===== config.mk =====
export PLATFORM = sky130hd
export DESIGN_NAME = xref_stream_entry_decoder_top
export DESIGN_NICKNAME = d
export VERILOG_FILES = /design/src/design/xsed_pkg.sv /design/src/design/xsed_queue.sv /design/src/design/xsed_front.sv /design/src/design/xsed_back.sv /design/src/design/xref_stream_entry_decoder_top.sv
export SDC_FILE = /design/constraint.sdc
export NUM_CORES = 1
export LEC_CHECK = 0
export ABC_CLOCK_PERIOD_IN_PS = 30000
export BUFFER_PORTS_ARGS = -buffer_cell sky130_fd_sc_hd__buf_2
export CAP_MARGIN = 0
export CORE_MARGIN = 1
export CORE_UTILIZATION = 54
export DETAILED_ROUTE_END_ITERATION = 12
export PLACE_DENSITY = 0.74
export RECOVER_POWER = 100
export SLEW_MARGIN = 15
export SYNTH_ARGS = -nofsm -noshare
export SYNTH_HDL_FRONTEND = slang
export SYNTH_SLANG_ARGS = --single-unit
export TNS_END_PERCENT = 10

===== constraint.sdc =====
create_clock -name clk -period 30 [get_ports clk]
set_clock_uncertainty 0.15 [all_clocks]
set_input_delay 9 -clock clk [delete_from_list [all_inputs] [get_ports clk]]
set_output_delay 9 -clock clk [all_outputs]
set_load 0.02 [all_outputs]

===== src/design/xsed_pkg.sv =====
// ----------------------------------------------------------------------------
// xsed_pkg
// Shared types and constants of the cross-reference stream entry decoder:
// request and result structs, register fields, queue records and codes.
// ----------------------------------------------------------------------------
package xsed_pkg;

  // queue between front and back
  localparam int QDEPTH = 4;
  localparam int QAW    = $clog2(QDEPTH);
  localparam int QCW    = $clog2(QDEPTH + 1);

  // configuration port address width (registers at 0, 4, 8)
  localparam int CFG_AW = 4;

  // register indexes on the configuration port
  localparam logic [1:0] REG_TYPE_W   = 2'd0;
  localparam logic [1:0] REG_SECOND_W = 2'd1;
  localparam logic [1:0] REG_THIRD_W  = 2'd2;

  typedef enum logic [1:0] {
    FUNC_HEADER = 2'd0,
    FUNC_DATA   = 2'd1,
    FUNC_END    = 2'd2
  } func_t;

  typedef enum logic [2:0] {
    KIND_FREE       = 3'd0,
    KIND_USED       = 3'd1,
    KIND_COMPRESSED = 3'd2,
    KIND_DONE       = 3'd3,
    KIND_ERROR      = 3'd4
  } kind_t;

  // entry type reduced to what the decoder needs
  typedef enum logic [1:0] {
    ETYPE_FREE  = 2'd0,
    ETYPE_USED  = 2'd1,
    ETYPE_COMP  = 2'd2,
    ETYPE_OTHER = 2'd3
  } etype_t;

  typedef struct packed {
    logic [3:0] type_w;
    logic [3:0] second_w;
    logic [3:0] third_w;
  } cfg_t;

  typedef struct packed {
    logic [1:0]  func;
    logic [31:0] first_object;
    logic [31:0] entry_count;
    logic [7:0]  data_byte;
  } in_item_t;

  typedef struct packed {
    logic [2:0]  kind;
    logic [31:0] object_number;
    logic [31:0] ref_generation;
    logic [31:0] second_value;
    logic [31:0] third_value;
  } out_item_t;

  typedef struct packed {
    kind_t       kind;
    logic [31:0] obj;
    logic [31:0] sec;
    logic [31:0] third;
  } q_rec_t;

  // classify a full 64-bit type field value
  function automatic etype_t type_code(input logic [63:0] v);
    etype_t t;
    if (v[63:2] != '0) begin
      t = ETYPE_OTHER;
    end else begin
      case (v[1:0])
        2'd0:    t = ETYPE_FREE;
        2'd1:    t = ETYPE_USED;
        2'd2:    t = ETYPE_COMP;
        default: t = ETYPE_OTHER;
      endcase
    end
    return t;
  endfunction

endpackage


===== src/design/xsed_queue.sv =====
// ----------------------------------------------------------------------------
// xsed_queue
// Short first-in first-out queue of decoded records between the front and
// the back; push and pop may happen in the same cycle.
// ----------------------------------------------------------------------------
module xsed_queue (
  input  logic            clk,
  input  logic            rst_n,
  input  logic            push,
  input  xsed_pkg::q_rec_t wr_data,
  output logic            full,
  input  logic            pop,
  output logic            rd_valid,
  output xsed_pkg::q_rec_t rd_data
);
  import xsed_pkg::*;

  q_rec_t           mem_r [QDEPTH];
  logic [QAW-1:0]   wr_ptr_r, wr_ptr_nxt;
  logic [QAW-1:0]   rd_ptr_r, rd_ptr_nxt;
  logic [QCW-1:0]   cnt_r, cnt_nxt;

  assign full     = (cnt_r == QCW'(QDEPTH));
  assign rd_valid = (cnt_r != '0);
  assign rd_data  = mem_r[rd_ptr_r];

  // pointer and fill count update
  always_comb begin
    wr_ptr_nxt = push ? wr_ptr_r + 1'b1 : wr_ptr_r;
    rd_ptr_nxt = pop ? rd_ptr_r + 1'b1 : rd_ptr_r;
    case ({push, pop})
      2'b10:   cnt_nxt = cnt_r + 1'b1;
      2'b01:   cnt_nxt = cnt_r - 1'b1;
      default: cnt_nxt = cnt_r;
    endcase
  end

  always_ff @(posedge clk) begin
    if (!rst_n) begin
      wr_ptr_r <= '0;
      rd_ptr_r <= '0;
      cnt_r    <= '0;
    end else begin
      wr_ptr_r <= wr_ptr_nxt;
      rd_ptr_r <= rd_ptr_nxt;
      cnt_r    <= cnt_nxt;
    end
  end

  // storage
  always_ff @(posedge clk) begin
    if (push) begin
      mem_r[wr_ptr_r] <= wr_data;
    end
  end

  a_cnt_bound: assert property (@(posedge clk) disable iff (!rst_n)
    cnt_r <= QCW'(QDEPTH))
    else $error("queue fill count beyond depth");

endmodule


===== src/design/xsed_front.sv =====
// ----------------------------------------------------------------------------
// xsed_front
// Accepts requests while the queue is not full, assembles big-endian entry fields
// one byte per cycle, tracks subsection state and pushes one record per result.
// ----------------------------------------------------------------------------
module xsed_front (
  input  logic               clk,
  input  logic               rst_n,
  input  xsed_pkg::cfg_t     cfg,
  input  logic               in_valid,
  output logic               in_ready,
  input  xsed_pkg::in_item_t in_data,
  input  logic               q_full,
  output logic               q_push,
  output xsed_pkg::q_rec_t   q_rec
);
  import xsed_pkg::*;

  localparam logic [1:0] F_TYPE   = 2'd0;
  localparam logic [1:0] F_SECOND = 2'd1;
  localparam logic [1:0] F_THIRD  = 2'd2;
  localparam logic [1:0] F_NONE   = 2'd3;

  logic [63:0] acc_r, acc_nxt;
  logic [3:0]  nbytes_r, nbytes_nxt;
  logic [1:0]  fidx_r, fidx_nxt;
  etype_t      type_r, type_nxt;
  logic [31:0] sec_r, sec_nxt;
  logic [31:0] next_obj_r, next_obj_nxt;
  logic [31:0] left_r, left_nxt;

  logic        accept;
  logic [2:0]  nz;
  logic [1:0]  f;
  logic [1:0]  g;
  logic [3:0]  wf;
  logic [63:0] acc_shift;
  logic [3:0]  cnt_inc;
  etype_t      type_d, type_c;
  logic [31:0] sec_d, sec_c, third_c;
  logic        clean;

  assign in_ready = !q_full;
  assign accept   = in_valid && in_ready;

  // field selection: first nonzero-width field from the current one, and after it
  always_comb begin
    nz = {cfg.third_w != '0, cfg.second_w != '0, cfg.type_w != '0};
    case (fidx_r)
      F_TYPE:   f = nz[0] ? F_TYPE : (nz[1] ? F_SECOND : (nz[2] ? F_THIRD : F_NONE));
      F_SECOND: f = nz[1] ? F_SECOND : (nz[2] ? F_THIRD : F_NONE);
      F_THIRD:  f = nz[2] ? F_THIRD : F_NONE;
      default:  f = F_NONE;
    endcase
    case (f)
      F_TYPE:   g = nz[1] ? F_SECOND : (nz[2] ? F_THIRD : F_NONE);
      F_SECOND: g = nz[2] ? F_THIRD : F_NONE;
      default:  g = F_NONE;
    endcase
    case (f)
      F_TYPE:   wf = cfg.type_w;
      F_SECOND: wf = cfg.second_w;
      F_THIRD:  wf = cfg.third_w;
      default:  wf = '0;
    endcase
  end

  // byte assembly and field values after skipped fields take defaults
  always_comb begin
    acc_shift = {acc_r[55:0], in_data.data_byte};
    cnt_inc   = nbytes_r + 4'd1;
    type_d    = (fidx_r == F_TYPE && f != F_TYPE) ? ETYPE_USED : type_r;
    sec_d     = (fidx_r != F_THIRD && f == F_THIRD) ? '0 : sec_r;
    type_c    = (f == F_TYPE) ? type_code(acc_shift) : type_d;
    if (f == F_SECOND) begin
      sec_c = acc_shift[31:0];
    end else if (f == F_TYPE) begin
      sec_c = nz[1] ? sec_r : '0;
    end else begin
      sec_c = sec_d;
    end
    third_c = (f == F_THIRD) ? acc_shift[31:0] : '0;
    clean   = (left_r == '0) && (fidx_r == F_TYPE) && (nbytes_r == '0);
  end

  // request handling and record generation
  always_comb begin
    acc_nxt      = acc_r;
    nbytes_nxt   = nbytes_r;
    fidx_nxt     = fidx_r;
    type_nxt     = type_r;
    sec_nxt      = sec_r;
    next_obj_nxt = next_obj_r;
    left_nxt     = left_r;
    q_push       = 1'b0;
    q_rec        = '{kind: KIND_ERROR, obj: '0, sec: '0, third: '0};
    if (accept) begin
      case (func_t'(in_data.func))
        FUNC_HEADER: begin
          if (left_r != '0 || nz == '0) begin
            q_push = 1'b1;
          end else begin
            next_obj_nxt = in_data.first_object;
            left_nxt     = in_data.entry_count;
            acc_nxt      = '0;
            nbytes_nxt   = '0;
            fidx_nxt     = F_TYPE;
          end
        end
        FUNC_END: begin
          q_push       = 1'b1;
          q_rec.kind   = clean ? KIND_DONE : KIND_ERROR;
          acc_nxt      = '0;
          nbytes_nxt   = '0;
          fidx_nxt     = F_TYPE;
          type_nxt     = ETYPE_FREE;
          sec_nxt      = '0;
          next_obj_nxt = '0;
          left_nxt     = '0;
        end
        FUNC_DATA: begin
          if (left_r != '0 && f != F_NONE) begin
            type_nxt = type_d;
            sec_nxt  = sec_d;
            if (cnt_inc < wf) begin
              acc_nxt    = acc_shift;
              nbytes_nxt = cnt_inc;
              fidx_nxt   = f;
            end else begin
              acc_nxt    = '0;
              nbytes_nxt = '0;
              type_nxt   = type_c;
              sec_nxt    = sec_c;
              if (g != F_NONE) begin
                fidx_nxt = g;
              end else begin
                // entry complete
                fidx_nxt     = F_TYPE;
                next_obj_nxt = next_obj_r + 32'd1;
                left_nxt     = left_r - 32'd1;
                if (type_c != ETYPE_OTHER) begin
                  q_push      = 1'b1;
                  q_rec.kind  = kind_t'({1'b0, type_c});
                  q_rec.obj   = next_obj_r;
                  q_rec.sec   = sec_c;
                  q_rec.third = third_c;
                end
              end
            end
          end
        end
        default: ;
      endcase
    end
  end

  always_ff @(posedge clk) begin
    if (!rst_n) begin
      acc_r      <= '0;
      nbytes_r   <= '0;
      fidx_r     <= F_TYPE;
      type_r     <= ETYPE_FREE;
      sec_r      <= '0;
      next_obj_r <= '0;
      left_r     <= '0;
    end else begin
      acc_r      <= acc_nxt;
      nbytes_r   <= nbytes_nxt;
      fidx_r     <= fidx_nxt;
      type_r     <= type_nxt;
      sec_r      <= sec_nxt;
      next_obj_r <= next_obj_nxt;
      left_r     <= left_nxt;
    end
  end

  a_fidx_range: assert property (@(posedge clk) disable iff (!rst_n)
    fidx_r != F_NONE)
    else $error("field index out of range");

  a_push_on_accept: assert property (@(posedge clk) disable iff (!rst_n)
    q_push |-> (in_valid && !q_full))
    else $error("record pushed without an accepted request");

  a_end_clears: assert property (@(posedge clk) disable iff (!rst_n)
    (accept && in_data.func == FUNC_END) |=>
      (left_r == '0 && fidx_r == F_TYPE && nbytes_r == '0))
    else $error("stream state not cleared after end marker");

endmodule


===== src/design/xsed_back.sv =====
// ----------------------------------------------------------------------------
// xsed_back
// Takes records from the queue, forms the result fields and holds them in
// the output register until the result request is taken.
// ----------------------------------------------------------------------------
module xsed_back (
  input  logic                clk,
  input  logic                rst_n,
  input  logic                q_valid,
  input  xsed_pkg::q_rec_t    q_rec,
  output logic                q_pop,
  output logic                out_valid,
  input  logic                out_ready,
  output xsed_pkg::out_item_t out_data
);
  import xsed_pkg::*;

  logic      out_valid_r, out_valid_nxt;
  out_item_t out_data_r;
  out_item_t res;
  logic      take;

  assign out_valid = out_valid_r;
  assign out_data  = out_data_r;

  // output register free or being drained
  assign take  = !out_valid_r || out_ready;
  assign q_pop = q_valid && take;

  // result formatting; compressed entries carry generation zero
  always_comb begin
    res.kind           = q_rec.kind;
    res.object_number  = q_rec.obj;
    res.ref_generation = (q_rec.kind == KIND_COMPRESSED) ? '0 : q_rec.third;
    res.second_value   = q_rec.sec;
    res.third_value    = q_rec.third;
    out_valid_nxt      = take ? q_valid : out_valid_r;
  end

  always_ff @(posedge clk) begin
    if (!rst_n) begin
      out_valid_r <= 1'b0;
    end else begin
      out_valid_r <= out_valid_nxt;
    end
  end

  always_ff @(posedge clk) begin
    if (q_pop) begin
      out_data_r <= res;
    end
  end

  a_pop_loads: assert property (@(posedge clk) disable iff (!rst_n)
    q_pop |=> (out_valid_r && out_data_r.kind == $past(q_rec.kind)))
    else $error("popped record not loaded into output register");

endmodule


===== src/design/xref_stream_entry_decoder_top.sv =====
// ----------------------------------------------------------------------------
// xref_stream_entry_decoder_top
// Path: each result is written into the queue, then into the output register.
// Throughput: one request per cycle while the queue is not full; the byte
// assembler in the front finishes every request in the cycle it is accepted.
// Reset: synchronous active-low; widths return to 1/2/1, stream state clears.
// ----------------------------------------------------------------------------
module xref_stream_entry_decoder_top (
  input  logic                       clk,
  input  logic                       rst_n,
  input  logic                       in_valid,
  output logic                       in_ready,
  input  xsed_pkg::in_item_t         in_data,
  output logic                       out_valid,
  input  logic                       out_ready,
  output xsed_pkg::out_item_t        out_data,
  input  logic                       psel,
  input  logic                       penable,
  input  logic                       pwrite,
  input  logic [xsed_pkg::CFG_AW-1:0] paddr,
  input  logic [31:0]                pwdata,
  output logic [31:0]                prdata,
  output logic                       pready
);
  import xsed_pkg::*;

  cfg_t       cfg_r, cfg_nxt;
  logic       wr_en;
  logic [1:0] reg_idx;
  logic       q_push, q_full, q_pop, q_valid;
  q_rec_t     q_wr, q_rd;

  assign pready  = 1'b1;
  assign wr_en   = psel && penable && pwrite;
  assign reg_idx = paddr[CFG_AW-1:2];

  // register write and read decode
  always_comb begin
    cfg_nxt = cfg_r;
    prdata  = '0;
    case (reg_idx)
      REG_TYPE_W: begin
        prdata = {28'd0, cfg_r.type_w};
        if (wr_en) cfg_nxt.type_w = pwdata[3:0];
      end
      REG_SECOND_W: begin
        prdata = {28'd0, cfg_r.second_w};
        if (wr_en) cfg_nxt.second_w = pwdata[3:0];
      end
      REG_THIRD_W: begin
        prdata = {28'd0, cfg_r.third_w};
        if (wr_en) cfg_nxt.third_w = pwdata[3:0];
      end
      default: ;
    endcase
  end

  always_ff @(posedge clk) begin
    if (!rst_n) begin
      cfg_r <= '{type_w: 4'd1, second_w: 4'd2, third_w: 4'd1};
    end else begin
      cfg_r <= cfg_nxt;
    end
  end

  xsed_front u_front (
    .clk      (clk),
    .rst_n    (rst_n),
    .cfg      (cfg_r),
    .in_valid (in_valid),
    .in_ready (in_ready),
    .in_data  (in_data),
    .q_full   (q_full),
    .q_push   (q_push),
    .q_rec    (q_wr)
  );

  xsed_queue u_queue (
    .clk      (clk),
    .rst_n    (rst_n),
    .push     (q_push),
    .wr_data  (q_wr),
    .full     (q_full),
    .pop      (q_pop),
    .rd_valid (q_valid),
    .rd_data  (q_rd)
  );

  xsed_back u_back (
    .clk       (clk),
    .rst_n     (rst_n),
    .q_valid   (q_valid),
    .q_rec     (q_rd),
    .q_pop     (q_pop),
    .out_valid (out_valid),
    .out_ready (out_ready),
    .out_data  (out_data)
  );

endmodule

==> run metrics <==
Worst-Skew Late Latency=0.62 ns; Area Growth Syn to Fin=12.9%; busiest grt layer=met2; main combinational cell family by area after synthesis=simple AND/OR/NAND/NOR gates; DR WL/cell=21.6 µm; nets=2244; final worst path period share=64.5%; Ys Warns=0; CP Class=in2out; die width=231 µm; CTS root buffer=clkbuf_16; Hold Violations, Final=0; cts bufs inserted=71; Initial DRT Pass Iterations=6; failing checks=capacitance limit, slew limit; Seq/Total Area, Yosys=69.0%; Adder-Cell Fraction of Synth Area=0.781%; MaxCap Viol Count=18; Slew Limit Fails=915; Synth Area in Simple Gates=9.11%; Worst-path clk slew=0.06 ns; setup tns final=0 ns; largest net degree at the start of global routing=76; PwrDens=84.4 nW/µm²; total power=0.00269 W; most common cell after layout, fill and taps aside=edfxtp_1; htree depth=3; CTS tree=built; Post-DRT Antenna Nets=0; max frequency=0.0516 GHz; RSZ-0062 raised after global routing=no; via count of the first global-routing pass=16.9k; Hold Path Class=reg2reg; XOR/XNOR share of the synthesized area=0.808%; # port buffers=223; cell row count=83; asr flop ratio synth=0%; total die area=53100 µm²; first-pass GRT wire length=94900 µm; drt initial violations=1680; CTS Hold Buffers Added=0; grt ovf=0; final instance area=31800 µm²; routability cong.=0.862; Leak=10.4 nW; Ports=283; # resized after CTS=0; Final Setup Violations=0; core region area=51400 µm²; Min Hold Slack=0.328 ns; Arr. time, crit path=10.21 ns; Mapped Area=28200 µm²; Post-Synthesis Cells=1902; Synth cell types=69; slew margin rel.=-186%; Vias=17.3k; Via density=6.06; critical-path maximum fanout=12; Routed Wire Length=61700 µm; status=finished, violations left; #FFs+latches synth=709; Top FF cell, synth=edfxtp_1; synthesized area per cell=14.8 µm²; met1 usage=31.4%; Residual DRC=0; Worst EP required=20.85 ns; most frequent cells in the layout=edfxtp_1, dfxtp_1, clkbuf_1, nor2_1, mux4_2; setup repair bufs after CTS=0; starting density of the core=54.9%; Period minus WS final=19.36 ns; Global Route met2 Usage=37.4%; deepest clock path buffer count=3; crit end category=primary output; maximum VDD drop=0.119 mV; complex-gate fraction of the synthesized area=9.07%; worst slew pin tran=4.28 ns; DIE HEIGHT=231 µm; placed standard-cell area=29900 µm²; initial antenna violation count=12; Overall Global Routing Usage=23.2%; CTS sink cnt=709; Worst setup SP type=input pin; mux share of post-synthesis cell area=8.55%; met3 Usage GRT=5.13%; EDFF count, synth=527; share of layout cells above drive strength 1=14.2%; DP HPWL=36700 µm
## cells in the mapped netlist, types with 8 or more instances
cell type,n,area [µm²]
a31oi_1,11,68.8
inv_1,19,71.3
a21oi_1,86,430
a22o_1,60,526
buf_1,13,48.8
o21ai_0,42,210
and2_1,69,432
nor4_1,27,169
xor2_1,13,114
or4_1,8,60.1
dfxtp_1,182,3640
nand3_1,23,115
xnor2_1,13,114
nor3_1,43,215
a32o_1,9,90.1
buf_4,30,225
ha_1,16,200
a22oi_1,69,518
o21ai_1,11,55.1
o32ai_1,14,123
edfxtp_1,527,15800
clkbuf_1,83,312
and3_1,8,50.1
buf_2,14,70.1
a221oi_1,13,114
nand2_1,90,338
mux4_2,99,2230
a211oi_1,10,75.1
nor2b_1,39,244
nor2_1,145,544
nand4_1,12,75.1
mux2i_1,17,170
## worst max-delay path, stage by stage
cell and delay [ns]:
clkbuf_1 0.45, mux2i_1 0.14, o21ai_0 0.34, clkbuf_1 0.27
## per-layer routing
metal / up-vias / wire length, µm
met3: 113 / 4970
met5: - / 113
met2: 767 / 29900
met4: 18 / 1440
met1: 8634 / 25400
li1: 7762 / -
## sequential cells by signal, summed over array words and instances (netlist names), named ones only
name,cells
cfg_r,12
u_back.out_data,131
u_back.out_valid,1
u_front.acc_r,56
u_front.fidx_r,2
u_front.left_r,32
u_front.nbytes_r,4
u_front.next_obj_r,32
u_front.sec_r,32
u_front.type_r,2
u_queue.cnt_r,3
u_queue.mem_r,396
u_queue.rd_ptr_r,2
u_queue.wr_ptr_r,2
## power breakdown
group / internal (W) / switching (W)
logic: 0.000176 / 0.000368
registers: 0.00124 / 0.0000683
clock network: 0.000471 / 0.000367
total: 0.00188 / 0.000803
## cells by family after synthesis
group,after synthesis
compound gates,365
xor+xnor,26
fa+ha+maj,17
buf+inv,161
flops,709
mux,117
other cells,2
simple gates,505
## metrics by stage
step / cells / utilization, % / worst slack [ns]
4_1_cts: 2849 / 62.5 / 10.87
2_1_floorplan: 1929 / - / 10.92
3_5_place_dp: 2717 / 58.1 / 10.87
6_report: 2853 / 61.9 / 10.64
5_1_grt: 2850 / 61.9 / 10.51
3_3_place_gp: 2717 / 58.1 / 10.92
## path summary, 6_finish.rpt
path / from / to / slack (ns) / depth (start not counted)
max: paddr[2] / prdata[1] / 10.64 / 4
min: u_front.acc_r[54]$_SDFFE_PN0P_ / u_front.acc_r[54]$_SDFFE_PN0P_ / 0.33 / 1
max reg2reg: u_front.fidx_r[1]$_SDFFE_PN0P_ / u_queue.mem_r[2][58]$_DFFE_PP_ / 20.28 / 15
min reg2reg: u_front.acc_r[54]$_SDFFE_PN0P_ / u_front.acc_r[54]$_SDFFE_PN0P_ / 0.33 / 1
## final cells by class
type,count,area (µm²)
antenna,4,10.0
clock buffer,103,1960
clock inverter,29,268
fill,3822,19600
inverter,21,78.8
multi-input combinational,1059,8140
sequential,709,19500
tap,680,851
timing repair buffer,248,1070
Power figures use the tool's default switching activity.
